[src/rtl/core/lphs_pkg.sv]
`timescale 1ns / 1ps

package lphs_pkg;

    // Fixed field widths of the item and result ports
    localparam int CMD_W   = 2;
    localparam int KEY_W   = 32;
    localparam int HOME_W  = 8;
    localparam int COUNT_W = 9;

    // Configuration port
    localparam int CFG_W  = 9;
    localparam int DATA_W = 32;
    localparam int ADDR_W = 3;

    // Register index, taken from paddr[ADDR_W-1:2]
    localparam logic REG_TABLE_SIZE = 1'b0;

    // Item commands; the fourth code is left undefined and gives ok=0
    typedef enum logic [CMD_W-1:0] {
        CMD_INSERT = 2'd0,
        CMD_LOOKUP = 2'd1,
        CMD_CLEAR  = 2'd2
    } cmd_t;

    typedef enum logic [2:0] {
        ST_IDLE,
        ST_DECODE,
        ST_READ,
        ST_CHECK,
        ST_DONE
    } state_t;

    // Controller to datapath
    typedef struct packed {
        logic load;     // capture the input item
        logic decode;   // classify item, start probe or finish at once
        logic read;     // read key memory and used mark at the probe slot
        logic check;    // evaluate the probed slot, commit or advance
        logic emit;     // move the result into the output register
    } dp_cmd_t;

    // Datapath to controller
    typedef struct packed {
        logic dec_done;   // clear, undefined command or home slot out of range
        logic probe_done; // probed slot ends the search
        logic out_free;   // output register can take a result this cycle
    } dp_stat_t;

endpackage

[src/rtl/core/lphs_controller.sv]
`timescale 1ns / 1ps

module lphs_controller
    import lphs_pkg::*;
(
    input  logic     clk,
    input  logic     rst_n,
    input  logic     in_valid,
    output logic     in_stall,
    input  dp_stat_t stat,
    output dp_cmd_t  cmd
);

    state_t state_reg;
    state_t state_next;

    // State register
    always_ff @(posedge clk or negedge rst_n)
    begin
        if (!rst_n)
            state_reg <= ST_IDLE;
        else
            state_reg <= state_next;
    end

    // Next state
    always_comb
    begin
        state_next = state_reg;
        case (state_reg)
            ST_IDLE:
            begin
                if (in_valid)
                    state_next = ST_DECODE;
            end
            ST_DECODE:
            begin
                if (stat.dec_done)
                    state_next = ST_DONE;
                else
                    state_next = ST_READ;
            end
            ST_READ:
                state_next = ST_CHECK;
            ST_CHECK:
            begin
                if (stat.probe_done)
                    state_next = ST_DONE;
                else
                    state_next = ST_READ;
            end
            ST_DONE:
            begin
                if (stat.out_free)
                    state_next = ST_IDLE;
            end
            default:
                state_next = ST_IDLE;
        endcase
    end

    // Outputs
    always_comb
    begin
        cmd      = '0;
        in_stall = 1'b1;
        case (state_reg)
            ST_IDLE:
            begin
                in_stall = 1'b0;
                cmd.load = in_valid;
            end
            ST_DECODE:
                cmd.decode = 1'b1;
            ST_READ:
                cmd.read = 1'b1;
            ST_CHECK:
                cmd.check = 1'b1;
            ST_DONE:
                cmd.emit = stat.out_free;
            default:
                cmd = '0;
        endcase
    end

endmodule

[config.mk]
export PLATFORM = sky130hd
export DESIGN_NAME = lphs_controller
export DESIGN_NICKNAME = d
export VERILOG_FILES = /design/src/rtl/core/lphs_pkg.sv /design/src/rtl/core/lphs_controller.sv
export SDC_FILE = /design/constraint.sdc
export NUM_CORES = 1
export LEC_CHECK = 0
export ABC_AREA = 1
export BUFFER_PORTS_ARGS = -buffer_cell sky130_fd_sc_hd__buf_2
export CAP_MARGIN = 20
export CORE_AREA = 4 4 41 43
export CTS_CLUSTER_DIAMETER = 40
export DETAILED_ROUTE_END_ITERATION = 6
export DIE_AREA = 0 0 45 47
export PLACE_DENSITY = 0.46
export SKIP_CTS_REPAIR_TIMING = 1
export SYNTH_ARGS = -nofsm -noshare
export SYNTH_HDL_FRONTEND = slang
export SYNTH_SLANG_ARGS = --single-unit
[constraint.sdc]
create_clock -name clk -period 3 [get_ports clk]
set_clock_uncertainty 0.15 [all_clocks]
set_input_delay 0.3 -clock clk [delete_from_list [all_inputs] [get_ports clk]]
set_output_delay 0.3 -clock clk [all_outputs]
set_load 0.01 [all_outputs]
==> metrics, run 1 <==
status=complete, no violations; worst-margin pin slew=221 ps; fillers=152; Endpoint, Worst Hold=state_reg[1]$_DFFE_PN0P_; total internal power=0.171 mW; Diodes inserted=0; R2R cell count=3; most common cell after layout, fill and taps aside=buf_2; Worst Setup Path Type=flip-flop to primary output; Starting Density=14.7%; Fmax=0.635 GHz; clock share of power=22.5%; drt pass-1 iters=2; hold crit path type=primary input to flip-flop; RSZ-0062 raised after global routing=false; Worst Path Required=2550 ps; Core Region=0.00130 sq mm; commonest cells after routing, fill and taps aside=11 x buf_2, 4 x inv_1; largest net degree at the start of global routing=7; register-to-register setup slack=1970 ps; WL/cell=8.61 microns; syn_area_per_cell=7.36 sq um; ranking of synthesized cells by area=dfrtp_1 39%, nand3_1 7.8%, inv_1 7.8%; FF-to-FF Start=state_reg[0]$_DFFE_PN0P_; IO buf count=11; CTS root buf=clkbuf_4; CTS buffer count=3; Max Cap Viol=0; chip height=47 microns; HP Start=stat[2]; Tmin final=1570 ps; nets=49; CTS clk-pin slew, worst paths=40 ps; total track usage=5.38%; Final Hold Fails=0; end-of-flow core utilization=23.2%; Final Max Tran Viols=0; CP arrival=1120 ps; met3 global-route usage=1.53%; period utilization=52.5%; Area growth, synth to finish=57.5%; Yosys Warn Count=0; Leakage=0.176 nW; CTS max path bufs=2; Psw=0.139 mW; Max-Slew Margin vs Limit=85.3%; clock insertion delay at the later pin of the skew report=230 ps; mapped cell area=191 sq um; Seq pwr share=30.0%; VDD IR max=0.300 mV; chip width=45 microns; Rows=13; GRT met1 Usage=5.02%; global placement routability congestion=0.662; WHS Path Cells=2; sequential share of the synthesized area=39.2%; Register Area=75.1 sq um; largest area contributor in the netlist=dfrtp_1; Critical Path Source Type=flip-flop; setup_tns=0 ps; initial antenna violation count=0; area of the multi-input gates=90.1 sq um; DP HPWL=416 microns; Crit Path Max Fanout=6; Sink Count=3; via/cell ratio=3.67; first-pass GRT wire length=765 microns; met2 GRT Util=8.47%; busiest layer in global routing=met2; Die Area=0.00212 sq mm; Ports=12; vias in the first global route=203; number of remaining DRC errors=0; initial DRC count=1; pre-CTS setup slack=1660 ps; layout cells sized above 1=47.6%; Crit. End Element=primary output; Yosys cell types=13; CTS tree=built; Synth Instances=26; antenna violation net count after detailed routing=0; Synth top area share=39.2%; combinational power share=47.5%; final WL=491 microns; final worst slack=1430 ps; max reg flops=3; global route overflow=0; H-Tree Depth=1; syn nets=32; Synth Register Bits=3; # setup viols final=0; r2r endpoint=state_reg[2]$_DFFE_PN0P_; Sw Share=44.9%; P per Cell Area=1030 mW/mm^2; vias after detailed routing=209
synth_stat cells:
library cell	instances
inv_2	3
o211a_1	1
nand3_1	3
o21ai_1	2
nand2_2	1
nand2_1	1
inv_1	4
nor2_1	3
nand4_1	2
nor2_2	1
nor3_1	1
nor3_2	1
dfrtp_1	3
cell type report:
cell class	instances	share of cell area [%]
Timing Repair Buffer	12	21.6
Multi-Input combinational cell	16	29.9
Tap cell	15	6.22
Sequential cell	3	24.9
Inverter	7	8.71
Clock buffer	4	8.71
worst max path at each step:
stage                                  start      to  cells past startpoint
CTS                 state_reg[0]$_DFFE_PN0P_  cmd[4]                      4
detailed placement  state_reg[0]$_DFFE_PN0P_  cmd[4]                      4
global route        state_reg[0]$_DFFE_PN0P_  cmd[4]                      4
floorplan           state_reg[0]$_DFFE_PN0P_  cmd[4]                      3
finish              state_reg[0]$_DFFE_PN0P_  cmd[4]                      4
global placement    state_reg[0]$_DFFE_PN0P_  cmd[0]                      4
metal layers:
| layer | wire (microns) | vias to the layer above |
|---|---|---|
| met5 | 0 | - |
| met4 | 0 | 0 |
| met3 | 40 | 0 |
| met2 | 257 | 6 |
| met1 | 193 | 87 |
| li1 | - | 116 |
cells by family after synthesis:
logic type             synth area share [%]
AOI/OAI and AO/OA                      10.5
DFF                                    39.2
and+or+nand+nor                        36.6
buffers and inverters                  13.7
per-stage QoR:
stage	power, mW	cells	hold WS, ps	area, sq um
6_report	0.309	57	125	302
5_1_grt	0.335	57	136	302
4_1_cts	0.317	56	-303	292
3_5_place_dp	0.242	52	-51.0	265
3_3_place_gp	0.243	52	-50.7	265
2_1_floorplan	0.186	26	-146	191
power groups by stage:
| stage | logic (mW) | clock network (mW) | registers, mW |
|---|---|---|---|
| 6_report | 0.147 | 0.0696 | 0.0928 |
| 5_1_grt | 0.164 | 0.0746 | 0.0963 |
| 4_1_cts | 0.150 | 0.0751 | 0.0925 |
| 3_5_place_dp | 0.150 | 0 | 0.0926 |
| 3_3_place_gp | 0.151 | 0 | 0.0926 |
| 2_1_floorplan | 0.0999 | 0 | 0.0861 |
critical path, stage by stage, from the launching register on:
cell and delay, ps:
dfrtp_1 440, nor2_2 180, nand2_2 60, nor2_1 80, buf_2 130
(Power assumes the default switching activity.)
==> run 2, diff against run 1 <==
--- a/config.mk
+++ b/config.mk
@@ -12,7 +12,7 @@
 export CTS_CLUSTER_DIAMETER = 40
 export DETAILED_ROUTE_END_ITERATION = 6
 export DIE_AREA = 0 0 45 47
-export PLACE_DENSITY = 0.46
+export PLACE_DENSITY = 0.47
 export SKIP_CTS_REPAIR_TIMING = 1
 export SYNTH_ARGS = -nofsm -noshare
 export SYNTH_HDL_FRONTEND = slang
==> constraint.sdc (replaced) <==
create_clock -name clk -period 1.25 [get_ports clk]
set_clock_uncertainty 0.15 [all_clocks]
set_input_delay 0.125 -clock clk [delete_from_list [all_inputs] [get_ports clk]]
set_output_delay 0.125 -clock clk [all_outputs]
set_load 0.01 [all_outputs]
==> run 2 against run 1 <==
The flow now finishes with violations (hold timing, setup timing). Via count up 11%. Non-clock buffer count up 3. Setup slack worse by 1500 ps. Clock-buffer cell count unchanged. Die area unchanged. Hold slack worse by 130 ps. Final cell count up 5.3%. Routed wire length up 14%. Critical path depth unchanged. Total power rose to 2.8 times the previous value. Largest power group unchanged.
==> metrics, run 2 (synthesis results as in run 1) <==
worst-margin pin slew=154 ps (-67.3 ps); Rows=13 (unchanged); antenna violation net count after detailed routing=0 (unchanged); area post-placement=265 sq um (unchanged); CTS tree=built; vias in the first global route=206 (+1.5%); final worst slack=-124 ps (-1550 ps); Max Cap Viol=0 (unchanged); layout cells sized above 1=55.6% (+7.9 points); area of the multi-input gates=95.1 sq um (+5.6%); clock share of power=19.8% (-2.7 points); placed instance count=52 (unchanged); total internal power=0.498 mW (+190%); global route overflow=0 (unchanged); status=complete, but fails checks; Finished Layout Cells=60 (+5.3%); combinational power share=52.4% (+4.9 points); IO buf count=11 (unchanged); WL/cell=9.33 microns (+8.4%); CTS root buf=clkbuf_4; clock insertion delay at the later pin of the skew report=230 ps (about the same); RSZ-0062 raised after global routing=true; period utilization=110%; Sw Share=43.0% (-1.8 points); Die Area=0.00212 sq mm (unchanged); Max-Slew Margin vs Limit=89.7% (+4.5 points); VDD IR max=0.915 mV (+210%); pre-CTS setup slack=82.7 ps (-1580 ps); failing checks=hold timing, setup timing; Sink Count=3 (unchanged); CTS clk-pin slew, worst paths=40 ps (about the same); nets=52 (+6.1%); most common cell after layout, fill and taps aside=buf_2; WHS Path Cells=2 (unchanged); Final Hold Fails=1 (+1); Psw=0.376 mW (+170%); Worst Path Required=980 ps (-1570 ps); max reg flops=3 (unchanged); Register Area=78.8 sq um (+5.0%); H-Tree Depth=1 (unchanged); CTS max path bufs=2 (unchanged); via/cell ratio=3.88 (+5.9%); Core Region=0.00130 sq mm (unchanged); total track usage=6.10% (+0.72 points); Worst Hold Slack=-5.55 ps (-130 ps); chip height=47 microns (unchanged); drt pass-1 iters=3 (+1); hold crit path type=primary input to flip-flop; register-to-register setup slack=170 ps (-1800 ps); Seq pwr share=27.9% (-2.1 points); fillers=159 (+4.6%); commonest cells after routing, fill and taps aside=10 x buf_2, 4 x inv_1; P per Cell Area=2560 mW/mm^2 (+150%); Fmax=0.728 GHz; Worst Setup Path Type=flip-flop to primary output; initial antenna violation count=0 (unchanged); vias after detailed routing=233 (+11%); setup_tns=-425 ps (-425 ps); Crit. End Element=primary output; chip width=45 microns (unchanged); first-pass GRT wire length=821 microns (+7.3%); global placement routability congestion=0.645 (-2.6%); Leakage=0.189 nW (+7.3%); Diodes inserted=0 (unchanged); Critical Path Source Type=flip-flop; initial DRC count=2 (+1); # setup viols final=6 (+6); fin area=342 sq um (+13%); FF-to-FF Start=state_reg[1]$_DFFE_PN0P_; Area growth, synth to finish=78.4%; R2R cell count=4 (+1); Starting Density=14.7% (unchanged); Final Max Tran Viols=0 (unchanged); Crit Path Max Fanout=4 (-2); CTS buffer count=3 (unchanged); Tmin final=1370 ps; number of remaining DRC errors=0 (unchanged); largest net degree at the start of global routing=7 (unchanged); DP HPWL=400 microns (-3.8%); r2r endpoint=state_reg[2]$_DFFE_PN0P_; CP arrival=1100 ps (-20 ps); final WL=560 microns (+14%); HP Start=in_valid; Endpoint, Worst Hold=state_reg[0]$_DFFE_PN0P_; Ports=12 (unchanged)
-- run 2: final cells by class --
cell class                      count  area share (%)
Inverter                            7            7.69
Clock buffer                        4            7.69
Timing Repair Buffer               15            28.2
Multi-Input combinational cell     16            27.8
Sequential cell                     3            23.1
Tap cell                           15            5.49
-- run 2: through the flow --
step                      utilization, %  power [mW]
after floorplan                        -       0.446
after global placement              20.4       0.579
after detailed placement            20.4       0.584
after CTS                           22.4       0.767
after global routing                26.3       0.955
final                               26.3       0.874
-- run 2: per-layer routing --
layer	share of wire [%]	up-vias	GRT usage, %	wire length [microns]
met3	8.2	2	2.30	46
met5	0	-	0	0
met1	41	100	6.64	231
met4	3.0	0	8.77	17
met2	47	9	7.63	264
li1	-	122	-	-
-- run 2: worst max-delay path by stage --
| stage | from | to | cells past startpoint |
|---|---|---|---|
| after global placement | state_reg[0]$_DFFE_PN0P_ | cmd[4] | 4 |
| after detailed placement | state_reg[0]$_DFFE_PN0P_ | cmd[4] | 4 |
| after global routing | state_reg[1]$_DFFE_PN0P_ | cmd[0] | 4 |
| final | state_reg[1]$_DFFE_PN0P_ | cmd[4] | 4 |
| after floorplan | state_reg[0]$_DFFE_PN0P_ | cmd[4] | 3 |
| after CTS | state_reg[0]$_DFFE_PN0P_ | cmd[4] | 4 |
-- run 2: power groups by stage --
stage               logic, mW  clock network (mW)  registers (mW)
floorplan               0.240                   0           0.207
global placement        0.357                   0           0.222
detailed placement      0.361                   0           0.223
CTS                     0.363               0.183           0.222
global route            0.513               0.192           0.251
finish                  0.458               0.173           0.244
-- run 2: worst max-delay path: stages (launching register included) --
cell     delay (ps)
dfrtp_2         430
nor2_4          150
nand2_2          80
nor2_1           80
buf_2           130
==> run 3, diff against run 2 <==
--- a/config.mk
+++ b/config.mk
@@ -13,6 +13,7 @@
 export DETAILED_ROUTE_END_ITERATION = 6
 export DIE_AREA = 0 0 45 47
 export PLACE_DENSITY = 0.47
+export SETUP_SLACK_MARGIN = 0.3
 export SKIP_CTS_REPAIR_TIMING = 1
 export SYNTH_ARGS = -nofsm -noshare
 export SYNTH_HDL_FRONTEND = slang
==> run 3 against run 2 <==
The flow still finishes with violations (hold timing, setup timing). Total power shrank 0.40%. Sequential share of layout area shrank 0.42 points. Largest power group unchanged. Setup slack better by 30 ps. Combinational power is 0.9% higher. Largest cell class is now multi-input gates. Critical path type unchanged.
==> metrics, run 3 (synthesis results as in run 1) <==
RSZ-0062 raised after global routing=true; Fmax=0.744 GHz (+2.3%); max reg flops=3 (unchanged); Critical Path Source Type=flip-flop; Final Hold Fails=1 (unchanged); setup_tns=-352 ps (+73.6 ps); period utilization=107% (-2.4 points); CTS max path bufs=2 (unchanged); Worst Hold Slack=-64.8 ps (-59.2 ps); final WL=506 microns (-9.6%); Worst Setup Path Type=flip-flop to primary output; nets=51 (-1.9%); CTS clk-pin slew, worst paths=40 ps (about the same); hold crit path type=primary input to flip-flop; WL/cell=8.58 microns (-8.1%); Core Region=0.00130 sq mm (unchanged); global route overflow=0 (unchanged); Tmin final=1340 ps (-30.3 ps); Die Area=0.00212 sq mm (unchanged); status=complete, but fails checks; P per Cell Area=2500 mW/mm^2 (-2.2%); Rows=13 (unchanged); final worst slack=-93.4 ps (+30.3 ps); via/cell ratio=3.71 (-4.4%); clock insertion delay at the later pin of the skew report=230 ps (about the same); most common cell after layout, fill and taps aside=buf_2; Area growth, synth to finish=81.7%; layout cells sized above 1=63.6% (+8.1 points); worst-margin pin slew=139 ps (-15.2 ps); Crit. End Element=primary output; Crit Path Max Fanout=5 (+1); first-pass GRT wire length=745 microns (-9.3%); Final Max Tran Viols=0 (unchanged); CTS root buf=clkbuf_4; Starting Density=14.7% (unchanged); largest net degree at the start of global routing=7 (unchanged); end-of-flow core utilization=26.7% (+0.48 points); initial DRC count=0 (-2); number of remaining DRC errors=0 (unchanged); Max Cap Viol=0 (unchanged); CTS buffer count=3 (unchanged); antenna violation net count after detailed routing=0 (unchanged); VDD IR max=0.958 mV (+4.6%); Leakage=0.184 nW (-2.9%); commonest cells after routing, fill and taps aside=10 x buf_2, 4 x inv_2; # setup viols final=6 (unchanged); H-Tree Depth=1 (unchanged); Diodes inserted=0 (unchanged); total track usage=5.38% (-0.71 points); vias in the first global route=200 (-2.9%); vias after detailed routing=219 (-6.0%); CTS tree=built; chip height=47 microns (unchanged); global placement routability congestion=0.648 (+0.56%); IO buf count=11 (unchanged); Ports=12 (unchanged); failing checks=hold timing, setup timing; Worst Path Required=980 ps (about the same); Sink Count=3 (unchanged); Max-Slew Margin vs Limit=90.7% (+0.94 points); initial antenna violation count=0 (unchanged); total power=0.871 mW (-0.40%); fillers=159 (unchanged); drt pass-1 iters=1 (-2); chip width=45 microns (unchanged); CP arrival=1070 ps (-30 ps)
==> run 3: cell types whose count changed in the layout (fill, tap and decap cells not counted) <==
cell / delta
nor2_1: -2
dlygate4sd3_1: -1
inv_1: -1
inv_2: +1
nor2_2: +1
nor2_4: +1
nor3_2: -1
nor3_4: +1
==> run 3: worst paths after layout <==
kind                       slack, ps                        to  cells past startpoint                startpoint
setup reg to reg                 150  state_reg[1]$_DFFE_PN0P_                      5  state_reg[1]$_DFFE_PN0P_
hold reg to reg                  460  state_reg[0]$_DFFE_PN0P_                      1  state_reg[1]$_DFFE_PN0P_
min in group asynchronous         70  state_reg[1]$_DFFE_PN0P_                      2                     rst_n
setup / recovery                 -90                    cmd[3]                      4  state_reg[1]$_DFFE_PN0P_
hold / removal                   -60  state_reg[1]$_DFFE_PN0P_                      2                   stat[2]
max in group asynchronous        770  state_reg[2]$_DFFE_PN0P_                      2                     rst_n
==> run 3: through the flow <==
step | setup WS, ps | area, sq um | instances
6_report | -93.4 | 348 | 59
5_1_grt | -167 | 348 | 59
4_1_cts | -151 | 308 | 56
3_5_place_dp | 107 | 282 | 52
3_3_place_gp | 99.1 | 282 | 52
2_1_floorplan | 208 | 208 | 26
==> run 3: power by group <==
part,leakage (nW),switching [mW],total (mW),internal [mW]
registers,0.0345,0.0893,0.242,0.153
clock network,0.0150,0.0477,0.167,0.119
logic,0.134,0.248,0.462,0.214
==> run 3: worst max-delay path, cell delays in order (launching register included) <==
cell	delay (ps)
dfrtp_2	430
inv_2	120
nand3_1	120
inv_2	60
buf_2	120
==> run 3: area by class of cell <==
class / count / area (sq um) / share of cell area, %
Inverter: 7 / 26.3 / 7.55
Clock buffer: 4 / 26.3 / 7.55
Sequential cell: 3 / 78.8 / 22.7
Tap cell: 15 / 18.8 / 5.40
Timing Repair Buffer: 14 / 86.3 / 24.8
Multi-Input combinational cell: 16 / 111 / 32.0
==> run 3: metal layers <==
metal	part of all wire [%]	global-route usage, %
met5	0	0
met1	39	5.26
met3	14	2.30
met4	0	7.02
met2	48	7.63
